<file path="src/hw/rtl/ted_pkg.sv">
`default_nettype none

package ted_pkg;

    // Decoder modes.
    localparam logic [2:0] MODE_NORMAL = 3'd0;
    localparam logic [2:0] MODE_ESCAPE = 3'd1;
    localparam logic [2:0] MODE_OCTAL  = 3'd2;
    localparam logic [2:0] MODE_SKIP   = 3'd3;
    localparam logic [2:0] MODE_CARET  = 3'd4;

    // Input characters with a meaning of their own.
    localparam logic [7:0] CH_NUL    = 8'h00;
    localparam logic [7:0] CH_TAB    = 8'h09;
    localparam logic [7:0] CH_LF     = 8'h0A;
    localparam logic [7:0] CH_SPACE  = 8'h20;
    localparam logic [7:0] CH_COLON  = 8'h3A;
    localparam logic [7:0] CH_BSLASH = 8'h5C;
    localparam logic [7:0] CH_CARET  = 8'h5E;
    localparam logic [7:0] CH_AT     = 8'h40;
    localparam logic [7:0] CH_UPPER_A = 8'h41;
    localparam logic [7:0] CH_UPPER_Z = 8'h5A;
    localparam logic [7:0] CH_UPPER_E = 8'h45;
    localparam logic [7:0] CH_LOWER_E = 8'h65;
    localparam logic [7:0] CH_LOWER_N = 8'h6E;
    localparam logic [7:0] CH_LOWER_R = 8'h72;
    localparam logic [7:0] CH_LOWER_T = 8'h74;
    localparam logic [7:0] CH_LOWER_B = 8'h62;
    localparam logic [7:0] CH_LOWER_F = 8'h66;
    localparam logic [7:0] CH_DIGIT_0 = 8'h30;
    localparam logic [7:0] CH_DIGIT_1 = 8'h31;
    localparam logic [4:0] OCTAL_DIGIT_HIGH = 5'b00110;

    // Decoded control codes.
    localparam logic [7:0] CODE_ESC = 8'd27;
    localparam logic [7:0] CODE_LF  = 8'd10;
    localparam logic [7:0] CODE_CR  = 8'd13;
    localparam logic [7:0] CODE_TAB = 8'd9;
    localparam logic [7:0] CODE_BS  = 8'd8;
    localparam logic [7:0] CODE_FF  = 8'd12;

    localparam int MAX_LENGTH_DEFAULT = 1023;
    localparam int LENGTH_WIDTH       = 10;
    localparam int QUEUE_DEPTH        = 4;

    typedef struct packed {
        logic       is_end;
        logic [7:0] data;
    } t_item;

    // A request holds the one or two results of one accepted byte.
    typedef struct packed {
        t_item first;
        logic  two;
        t_item second;
    } t_req;

endpackage

`default_nettype wire

</file>
<file path="src/hw/rtl/ted_front.sv">
`default_nettype none

module ted_front (
    input  wire logic         i_clk,
    input  wire logic         i_rst_n,
    input  wire logic         i_in_valid,
    output logic              o_in_ready,
    input  wire logic [7:0]   i_in_byte,
    input  wire logic         i_queue_full,
    output logic              o_push,
    output ted_pkg::t_req     o_req
);

    logic [2:0]     r_mode, n_mode;
    logic [7:0]     r_octal_acc, n_octal_acc;
    logic           r_octal_nonzero, n_octal_nonzero;

    logic           accept;
    logic [7:0]     b;
    logic           nh_emit;
    ted_pkg::t_item nh_item;
    logic [2:0]     nh_mode;
    logic           pre_emit;
    ted_pkg::t_item pre_item;
    logic           m_emit;
    ted_pkg::t_item m_item;

    assign o_in_ready = !i_queue_full;
    assign accept     = i_in_valid && o_in_ready;
    assign b          = i_in_byte;

    // Normal-mode byte handling, also after a rejected prefix, octal run or skip.
    always_comb begin
        nh_emit     = 1'b0;
        nh_item     = '0;
        nh_mode     = ted_pkg::MODE_NORMAL;
        priority if (b == ted_pkg::CH_NUL || b == ted_pkg::CH_LF || b == ted_pkg::CH_COLON) begin
            nh_emit        = 1'b1;
            nh_item.is_end = 1'b1;
        end else if (b == ted_pkg::CH_BSLASH) begin
            nh_mode = ted_pkg::MODE_ESCAPE;
        end else if (b == ted_pkg::CH_CARET) begin
            nh_mode = ted_pkg::MODE_CARET;
        end else begin
            nh_emit      = 1'b1;
            nh_item.data = b;
        end
    end

    always_comb begin
        n_mode          = r_mode;
        n_octal_acc     = r_octal_acc;
        n_octal_nonzero = r_octal_nonzero;
        pre_emit        = 1'b0;
        pre_item        = '0;
        m_emit          = 1'b0;
        m_item          = '0;
        unique case (r_mode)
            ted_pkg::MODE_ESCAPE: begin
                n_mode = ted_pkg::MODE_NORMAL;
                unique case (b)
                    ted_pkg::CH_LF: n_mode = ted_pkg::MODE_SKIP;
                    ted_pkg::CH_UPPER_E, ted_pkg::CH_LOWER_E: begin
                        m_emit      = 1'b1;
                        m_item.data = ted_pkg::CODE_ESC;
                    end
                    ted_pkg::CH_LOWER_N: begin
                        m_emit      = 1'b1;
                        m_item.data = ted_pkg::CODE_LF;
                    end
                    ted_pkg::CH_LOWER_R: begin
                        m_emit      = 1'b1;
                        m_item.data = ted_pkg::CODE_CR;
                    end
                    ted_pkg::CH_LOWER_T: begin
                        m_emit      = 1'b1;
                        m_item.data = ted_pkg::CODE_TAB;
                    end
                    ted_pkg::CH_LOWER_B: begin
                        m_emit      = 1'b1;
                        m_item.data = ted_pkg::CODE_BS;
                    end
                    ted_pkg::CH_LOWER_F: begin
                        m_emit      = 1'b1;
                        m_item.data = ted_pkg::CODE_FF;
                    end
                    ted_pkg::CH_DIGIT_0, ted_pkg::CH_DIGIT_1: begin
                        n_mode          = ted_pkg::MODE_OCTAL;
                        n_octal_acc     = {7'd0, b[0]};
                        n_octal_nonzero = b[0];
                    end
                    default: begin
                        pre_emit      = 1'b1;
                        pre_item.data = ted_pkg::CH_BSLASH;
                        m_emit        = nh_emit;
                        m_item        = nh_item;
                        n_mode        = nh_mode;
                    end
                endcase
            end
            ted_pkg::MODE_OCTAL: begin
                priority if (b[7:3] == ted_pkg::OCTAL_DIGIT_HIGH) begin
                    n_octal_acc     = {r_octal_acc[4:0], b[2:0]};
                    n_octal_nonzero = r_octal_nonzero || (b[2:0] != 3'd0);
                end else if (!r_octal_nonzero) begin
                    // An all-zero run ends the string; the closing byte is dropped.
                    m_emit        = 1'b1;
                    m_item.is_end = 1'b1;
                    n_mode        = ted_pkg::MODE_NORMAL;
                end else begin
                    pre_emit        = 1'b1;
                    pre_item.data   = r_octal_acc;
                    n_octal_acc     = 8'd0;
                    n_octal_nonzero = 1'b0;
                    m_emit          = nh_emit;
                    m_item          = nh_item;
                    n_mode          = nh_mode;
                end
            end
            ted_pkg::MODE_SKIP: begin
                if (b != ted_pkg::CH_SPACE && b != ted_pkg::CH_TAB) begin
                    m_emit = nh_emit;
                    m_item = nh_item;
                    n_mode = nh_mode;
                end
            end
            ted_pkg::MODE_CARET: begin
                if (b >= ted_pkg::CH_UPPER_A && b <= ted_pkg::CH_UPPER_Z) begin
                    m_emit      = 1'b1;
                    m_item.data = b - ted_pkg::CH_AT;
                    n_mode      = ted_pkg::MODE_NORMAL;
                end else begin
                    pre_emit      = 1'b1;
                    pre_item.data = ted_pkg::CH_CARET;
                    m_emit        = nh_emit;
                    m_item        = nh_item;
                    n_mode        = nh_mode;
                end
            end
            default: begin
                m_emit = nh_emit;
                m_item = nh_item;
                n_mode = nh_mode;
            end
        endcase
        // A terminator returns the decoder to its reset state.
        if (m_emit && m_item.is_end) begin
            n_octal_acc     = 8'd0;
            n_octal_nonzero = 1'b0;
        end
    end

    assign o_push       = accept && (pre_emit || m_emit);
    assign o_req.first  = pre_emit ? pre_item : m_item;
    assign o_req.two    = pre_emit && m_emit;
    assign o_req.second = m_item;

    always_ff @(posedge i_clk) begin
        if (!i_rst_n) begin
            r_mode          <= ted_pkg::MODE_NORMAL;
            r_octal_acc     <= 8'd0;
            r_octal_nonzero <= 1'b0;
        end else if (accept) begin
            r_mode          <= n_mode;
            r_octal_acc     <= n_octal_acc;
            r_octal_nonzero <= n_octal_nonzero;
        end
    end

endmodule

`default_nettype wire

</file>
<file path="src/hw/rtl/ted_queue.sv">
`default_nettype none

module ted_queue (
    input  wire logic          i_clk,
    input  wire logic          i_rst_n,
    input  wire logic          i_push,
    input  wire ted_pkg::t_req i_req,
    output logic               o_full,
    output logic               o_valid,
    output ted_pkg::t_req      o_req,
    input  wire logic          i_pop
);

    localparam int Depth = ted_pkg::QUEUE_DEPTH;
    localparam int PtrW  = $clog2(Depth);

    ted_pkg::t_req     r_mem [Depth];
    logic [PtrW-1:0]   r_wr_ptr, r_rd_ptr;
    logic [PtrW:0]     r_count;
    logic              do_push, do_pop;

    assign o_full  = (r_count == (PtrW+1)'(Depth));
    assign o_valid = (r_count != '0);
    assign o_req   = r_mem[r_rd_ptr];
    assign do_push = i_push && !o_full;
    assign do_pop  = i_pop && o_valid;

    always_ff @(posedge i_clk) begin
        if (do_push) begin
            r_mem[r_wr_ptr] <= i_req;
        end
    end

    always_ff @(posedge i_clk) begin
        if (!i_rst_n) begin
            r_wr_ptr <= '0;
            r_rd_ptr <= '0;
            r_count  <= '0;
        end else begin
            if (do_push) begin
                r_wr_ptr <= r_wr_ptr + 1'b1;
            end
            if (do_pop) begin
                r_rd_ptr <= r_rd_ptr + 1'b1;
            end
            if (do_push && !do_pop) begin
                r_count <= r_count + 1'b1;
            end else if (do_pop && !do_push) begin
                r_count <= r_count - 1'b1;
            end
        end
    end

endmodule

`default_nettype wire

</file>
<file path="src/hw/rtl/ted_back.sv">
`default_nettype none

module ted_back #(
    parameter int MAX_LENGTH = ted_pkg::MAX_LENGTH_DEFAULT
) (
    input  wire logic          i_clk,
    input  wire logic          i_rst_n,
    input  wire logic          i_q_valid,
    input  wire ted_pkg::t_req i_q_req,
    output logic               o_q_pop,
    output logic               o_out_valid,
    input  wire logic          i_out_ready,
    output logic [7:0]         o_out_byte,
    output logic               o_last,
    output logic [ted_pkg::LENGTH_WIDTH-1:0] o_decoded_length
);

    localparam int CntW = $clog2(MAX_LENGTH + 1);
    localparam int LenW = ted_pkg::LENGTH_WIDTH;

    logic                 r_valid;
    logic [7:0]           r_byte;
    logic                 r_last;
    logic [LenW-1:0]      r_len;
    logic                 r_phase;
    logic [CntW-1:0]      r_count;

    logic                 load;
    ted_pkg::t_item       item;
    logic [CntW+LenW-1:0] count_ext;

    assign load      = i_q_valid && (!r_valid || i_out_ready);
    assign item      = r_phase ? i_q_req.second : i_q_req.first;
    assign o_q_pop   = load && (r_phase || !i_q_req.two);
    assign count_ext = {{LenW{1'b0}}, r_count};

    always_ff @(posedge i_clk) begin
        if (!i_rst_n) begin
            r_valid <= 1'b0;
            r_phase <= 1'b0;
            r_count <= '0;
        end else begin
            if (load) begin
                r_valid <= 1'b1;
                r_phase <= !r_phase && i_q_req.two;
                if (item.is_end) begin
                    r_count <= '0;
                end else if (r_count < CntW'(MAX_LENGTH)) begin
                    r_count <= r_count + 1'b1;
                end
            end else if (i_out_ready) begin
                r_valid <= 1'b0;
            end
        end
    end

    always_ff @(posedge i_clk) begin
        if (load) begin
            r_byte <= item.data;
            r_last <= item.is_end;
            r_len  <= item.is_end ? count_ext[LenW-1:0] : '0;
        end
    end

    assign o_out_valid      = r_valid;
    assign o_out_byte       = r_byte;
    assign o_last           = r_last;
    assign o_decoded_length = r_len;

endmodule

`default_nettype wire

</file>
<file path="src/hw/rtl/termcap_escape_decoder.sv">
`default_nettype none

// Streaming unescaper for termcap string values. Raw bytes enter on the
// input channel one per request and decoded bytes leave on the output
// channel in the same order. Backslash escapes (E, e, n, r, t, b, f), octal
// runs opened by a backslash and 0 or 1, backslash-newline with blank
// skipping, and caret control codes are translated; a prefix that does not
// form a valid escape is passed through literally. A NUL, newline or colon,
// or an octal run whose digits are all zero, ends the string with a result
// that has o_last set, o_out_byte zero and o_decoded_length holding the
// number of bytes emitted before it, saturated at MAX_LENGTH and shown in
// its low ten bits; o_decoded_length is zero on every other result. The
// block takes one input byte per cycle while the queue has room and
// delivers one result per cycle while the output is ready. A byte that
// yields two results (a rejected escape or caret followed by another
// byte, or an octal run closed by a data byte) sends them out one after
// the other; the input side keeps accepting until the four-entry request
// queue between the decoder and the output stage is full. A byte that
// yields nothing, such as the backslash itself, produces no result.
// The front stage holds the escape mode and the octal accumulator and
// turns each byte into a request of one or two results. The back stage
// drains the queue, splits double requests, counts emitted data bytes
// and drives the output register.

module termcap_escape_decoder #(
    parameter int MAX_LENGTH = ted_pkg::MAX_LENGTH_DEFAULT
) (
    input  wire logic        i_clk,
    input  wire logic        i_rst_n,
    input  wire logic        i_in_valid,
    output logic             o_in_ready,
    input  wire logic [7:0]  i_in_byte,
    output logic             o_out_valid,
    input  wire logic        i_out_ready,
    output logic [7:0]       o_out_byte,
    output logic             o_last,
    output logic [ted_pkg::LENGTH_WIDTH-1:0] o_decoded_length
);

    logic          push;
    ted_pkg::t_req push_req;
    logic          queue_full;
    logic          queue_valid;
    ted_pkg::t_req queue_req;
    logic          queue_pop;

    // Decode stage: classifies each byte against the current escape mode.
    ted_front u_front (
        .i_clk        (i_clk),
        .i_rst_n      (i_rst_n),
        .i_in_valid   (i_in_valid),
        .o_in_ready   (o_in_ready),
        .i_in_byte    (i_in_byte),
        .i_queue_full (queue_full),
        .o_push       (push),
        .o_req        (push_req)
    );

    // Short queue so the decoder keeps running while output is stalled.
    ted_queue u_queue (
        .i_clk   (i_clk),
        .i_rst_n (i_rst_n),
        .i_push  (push),
        .i_req   (push_req),
        .o_full  (queue_full),
        .o_valid (queue_valid),
        .o_req   (queue_req),
        .i_pop   (queue_pop)
    );

    // Output stage: one result per cycle while the output is ready, string length bookkeeping.
    ted_back #(
        .MAX_LENGTH (MAX_LENGTH)
    ) u_back (
        .i_clk            (i_clk),
        .i_rst_n          (i_rst_n),
        .i_q_valid        (queue_valid),
        .i_q_req          (queue_req),
        .o_q_pop          (queue_pop),
        .o_out_valid      (o_out_valid),
        .i_out_ready      (i_out_ready),
        .o_out_byte       (o_out_byte),
        .o_last           (o_last),
        .o_decoded_length (o_decoded_length)
    );

endmodule

`default_nettype wire
</file>
<file path="config.mk">
export PLATFORM = sky130hd
export DESIGN_NAME = termcap_escape_decoder
export DESIGN_NICKNAME = d
export VERILOG_FILES = /design/src/hw/rtl/ted_pkg.sv /design/src/hw/rtl/ted_front.sv /design/src/hw/rtl/ted_queue.sv /design/src/hw/rtl/ted_back.sv /design/src/hw/rtl/termcap_escape_decoder.sv
export SDC_FILE = /design/constraint.sdc
export NUM_CORES = 1
export LEC_CHECK = 0
export BUFFER_PORTS_ARGS = -buffer_cell sky130_fd_sc_hd__clkbuf_2
export CAP_MARGIN = 20
export CORE_MARGIN = 1
export CORE_UTILIZATION = 40
export CTS_BUF_LIST = sky130_fd_sc_hd__clkbuf_2 sky130_fd_sc_hd__clkbuf_4 sky130_fd_sc_hd__clkbuf_8
export CTS_CLUSTER_SIZE = 10
export DETAILED_ROUTE_END_ITERATION = 8
export PLACE_DENSITY = 0.66
export SYNTH_ARGS = -nofsm -noshare
export SYNTH_HDL_FRONTEND = slang
export SYNTH_HIERARCHICAL = 1
export SYNTH_SLANG_ARGS = --single-unit
</file>
<file path="constraint.sdc">
create_clock -name i_clk -period 4.5 [get_ports i_clk]
set_input_delay 0.675 -clock i_clk [delete_from_list [all_inputs] [get_ports i_clk]]
set_output_delay 0.675 -clock i_clk [all_outputs]
set_load 0.01 [all_outputs]
</file>
==> run_results.csv <==
group,metric,value,unit
run_status,status,"finished clean",
logic_synthesis,ys_seq_area_share,56.01,%
logic_synthesis,synth_cells,465,
timing,finalCritPeriodShare,82.47,%
logic_synthesis,synth_common_cells,"edfxtp_1, nand2_1, dfxtp_1",
cts,cts_tree,"built",
timing,setup_viol,0,
cts,clock_sinks,128,
drt,final_antenna_net_count,0,
drt,routed_via_density,5.522,
timing,max_clock_freq,269.4,MHz
cts,cts_resized,0,
grt,grt_pass1_wl,21160,um
place,portBuffers,32,
logic_synthesis,async_flop_share,0,%
place,gp_congestion,0.8426,
cts,cts.htree.levels,4,
logic_synthesis,avgSynthCellArea,13.49,um^2
timing,finalMaxSlewViolations,0,
drt,drc,0,
timing,tns,0,ns
floorplanning,die_y,127.2,um
logic_synthesis,synth_top_area_share,45.48,%
pwr,cellPowerDensity,518.7,nW/um^2
finish,area_growth,11.19,%
drt,drt_iter0_drc,289,
grt,grt_max_degree,37,
pwr,switching_share,30.88,%
drt,wirelength,12780,um
floorplanning,die_x,127.2,um
logic_synthesis,yosys_warnings,6,
setup_path,crit_required,4.85,ns
logic_synthesis,ys_ff_latch,128,
setup_path,critical_path_class,"input port to flip-flop",
setup_path,slowest_stage,"nor2b_1",
logic_synthesis,synth.distinct_cells,86,
floorplanning,start_util,41.11,%
pwr,seqPwrFrac,46.3,%
run,max_cap_viol_count,0,
timing,whs,0.4738,ns
timing,rsz0062_at_grt,"false",
cts,postCtsSetupBuffers,0,
setup_path,critPathCaptureType,"flip-flop",
worst_hold_path,holdCritPathClass,"flip-flop to flip-flop",
place,dp.final_hpwl,8648,um
finish,seqCellArea,3513,um^2
finish,postLayoutCoreUtil,45.71,%
timing,min_period,3.711,ns
finish,fillCellCount,1360,
timing,finClkSkew,0.008719,ns
timing,worst_pin_slew,0.9610,ns
cts,cts_buffers,17,
pwr,p_leak,2.517,nW
logic_synthesis,dominantRegCellSynth,"edfxtp_1",
cts,clockBufferDepth,2,
setup_path,start_kind,"input port",
finish,drive_above_1_share,23.87,%
logic_synthesis,synth.most_common_cell,"edfxtp_1",
pwr,internal_power,2.501,mW
pwr,switchingPower,1.117,mW
pwr,ir_drop,0.0001908,V
logic_synthesis,synthTopCellsByArea,"edfxtp_1, dfxtp_1, mux4_2",
floorplanning,die_area,16180,um^2
grt,grt_pass1_vias,4034,
setup_path,cpPeakStageDelay,0.41,ns
grt,antenna_found_initial,0,
setup_path,rrSetupSlack,0.89,ns
setup_path,cp_data_arrival_time,4.07,ns
cts,ctsHoldBuffers,0,
cts,clk_pin_slew_worst_paths,0.07,ns
grt,overflow,0,
drt,dr.pass1.iters,5,
drt,wl_per_cell,17.70,um
timing,slew_headroom,35.86,%
pwr,pwr-share-comb,25.3,%
pwr,pwr-share-clk,28.4,%
logic_synthesis,synthesis.nets,486,
finish,multi_input_area,2504,um^2
logic_synthesis,syn_area,6272,um^2
floorplanning,ios,33,
cts,clk_latency,0.43,ns
logic_synthesis,synth-edff-count,95,
cts,cts-root-buf,"clkbuf_8",
drt,num_vias,3987,
floorplanning,row_count,45,
setup_path,crit_chain,"clkbuf_2 -> and3b_1 -> and4_1 -> nor3_2 -> a41o_4 -> nor2_1 -> a21oi_1 -> nor2b_1 -> ha_1 -> inv_1 -> fa_1 -> xor2_1 -> or3_1 -> a21boi_0",
finish,antennaDiodeCount,0,
setup_path,crit_fanout,14,
floorplanning,core_area,15260,um^2
grt,grt_use_total,17.20,%
logic_synthesis,yosys.area.top_type,"edfxtp_1",
timing,hold_viol_final,0,
finish,stdcell_area,6974,um^2
place,placed_cell_area,6558,um^2
finish,nNetsFinal,519,
area by class of cell:
type                       count  share of cell area [%]
multi-input combinational    295                   35.90
clock inverter                15                   2.619
clock buffer                  17                   3.355
tap                          211                   3.785
sequential                   128                   50.38
timing repair buffer          39                   3.050
inverter                      17                  0.9150
placed cells by master (no fill, tap or decap), types with 4 or more instances in the layout:
cell type and count:
edfxtp_1 95, nand2_1 41, dfxtp_1 33, clkbuf_2 32
and2_1 21, nor2_1 18, o21ai_0 18, clkbuf_8 17
inv_1 17, a21oi_1 12, mux2i_1 12, mux4_2 12
mux2_2 8, ha_1 8, nand3_1 7, nor3_1 7
buf_4 7, mux4_1 7, nor2b_1 6, inv_6 5
and3_1 5, a31oi_1 5, o311ai_0 5, nand2b_1 4
and4_1 4, a41oi_1 4, o211ai_1 4, xor2_1 4
and3b_1 4, or3_1 4, a21boi_0 4
critical path, delay by kind of cell:
family / cells / cell delay [ns]
compound gates: 3 / 0.65
buf+inv: 2 / 0.29
xor+xnor: 1 / 0.15
fa+ha+maj: 2 / 0.63
simple gates: 6 / 1.65
metal layers:
metal  part of all wire (%)  GRT usage, %  wire length, um
met5                      0             0                0
met1                     45         22.58             5742
met4                    2.1         8.333              269
met2                     48         27.34             6150
met3                    4.8         3.518              616
cells by family (layout without fill, tap and decap cells):
family | count (synthesis) | in the layout | synth area share (%)
AND/OR/NAND/NOR | 151 | 151 | 14.46
flip-flops | 128 | 128 | 56.01
AO/OA/AOI/OAI | 87 | 87 | 11.51
buffers and inverters | 42 | 88 | 4.069
multiplexers | 41 | 41 | 11.05
adder cells (fa/ha/maj) | 9 | 9 | 1.915
XOR/XNOR | 7 | 7 | 0.9775
stage by stage:
stage	instances	power, mW	setup slack, ns
after global placement	690	2.612	0.5161
after floorplan	465	2.366	0.9557
final	722	3.618	0.7887
after global routing	722	3.825	0.5213
after CTS	722	3.667	0.8682
after detailed placement	690	2.641	0.4046
flip-flops by register name, summed over array words and instances (netlist names), named ones only:
name,cells
u_back/r_phase,1
u_back/r_count,10
u_queue/r_mem,76
u_queue/r_count,3
u_front/r_octal_acc,8
u_front/r_mode,3
u_back/o_out_valid,1
u_front/r_octal_nonzero,1
u_queue/r_rd_ptr,2
u_queue/r_wr_ptr,2
u_back/o_last,1
u_back/o_out_byte,8
u_back/o_decoded_length,10
final timing paths:
check                              start  cells past startpoint                     end
setup / recovery            i_in_byte[1]                     14      u_queue/r_count[2]
hold / removal    u_front/r_octal_acc[6]                      2  u_front/r_octal_acc[6]
setup reg to reg       u_front/r_mode[1]                     12      u_queue/r_count[2]
hold reg to reg   u_front/r_octal_acc[6]                      2  u_front/r_octal_acc[6]
power by group through the flow:
stage	combinational [mW]	clock, mW	sequential (mW)
6_report	0.916	1.03	1.68
5_1_grt	1.02	1.10	1.70
4_1_cts	0.936	1.05	1.68
3_5_place_dp	0.933	0	1.71
3_3_place_gp	0.915	0	1.70
2_1_floorplan	0.663	0	1.70
Note: power is estimated with default switching activity, not from simulation.
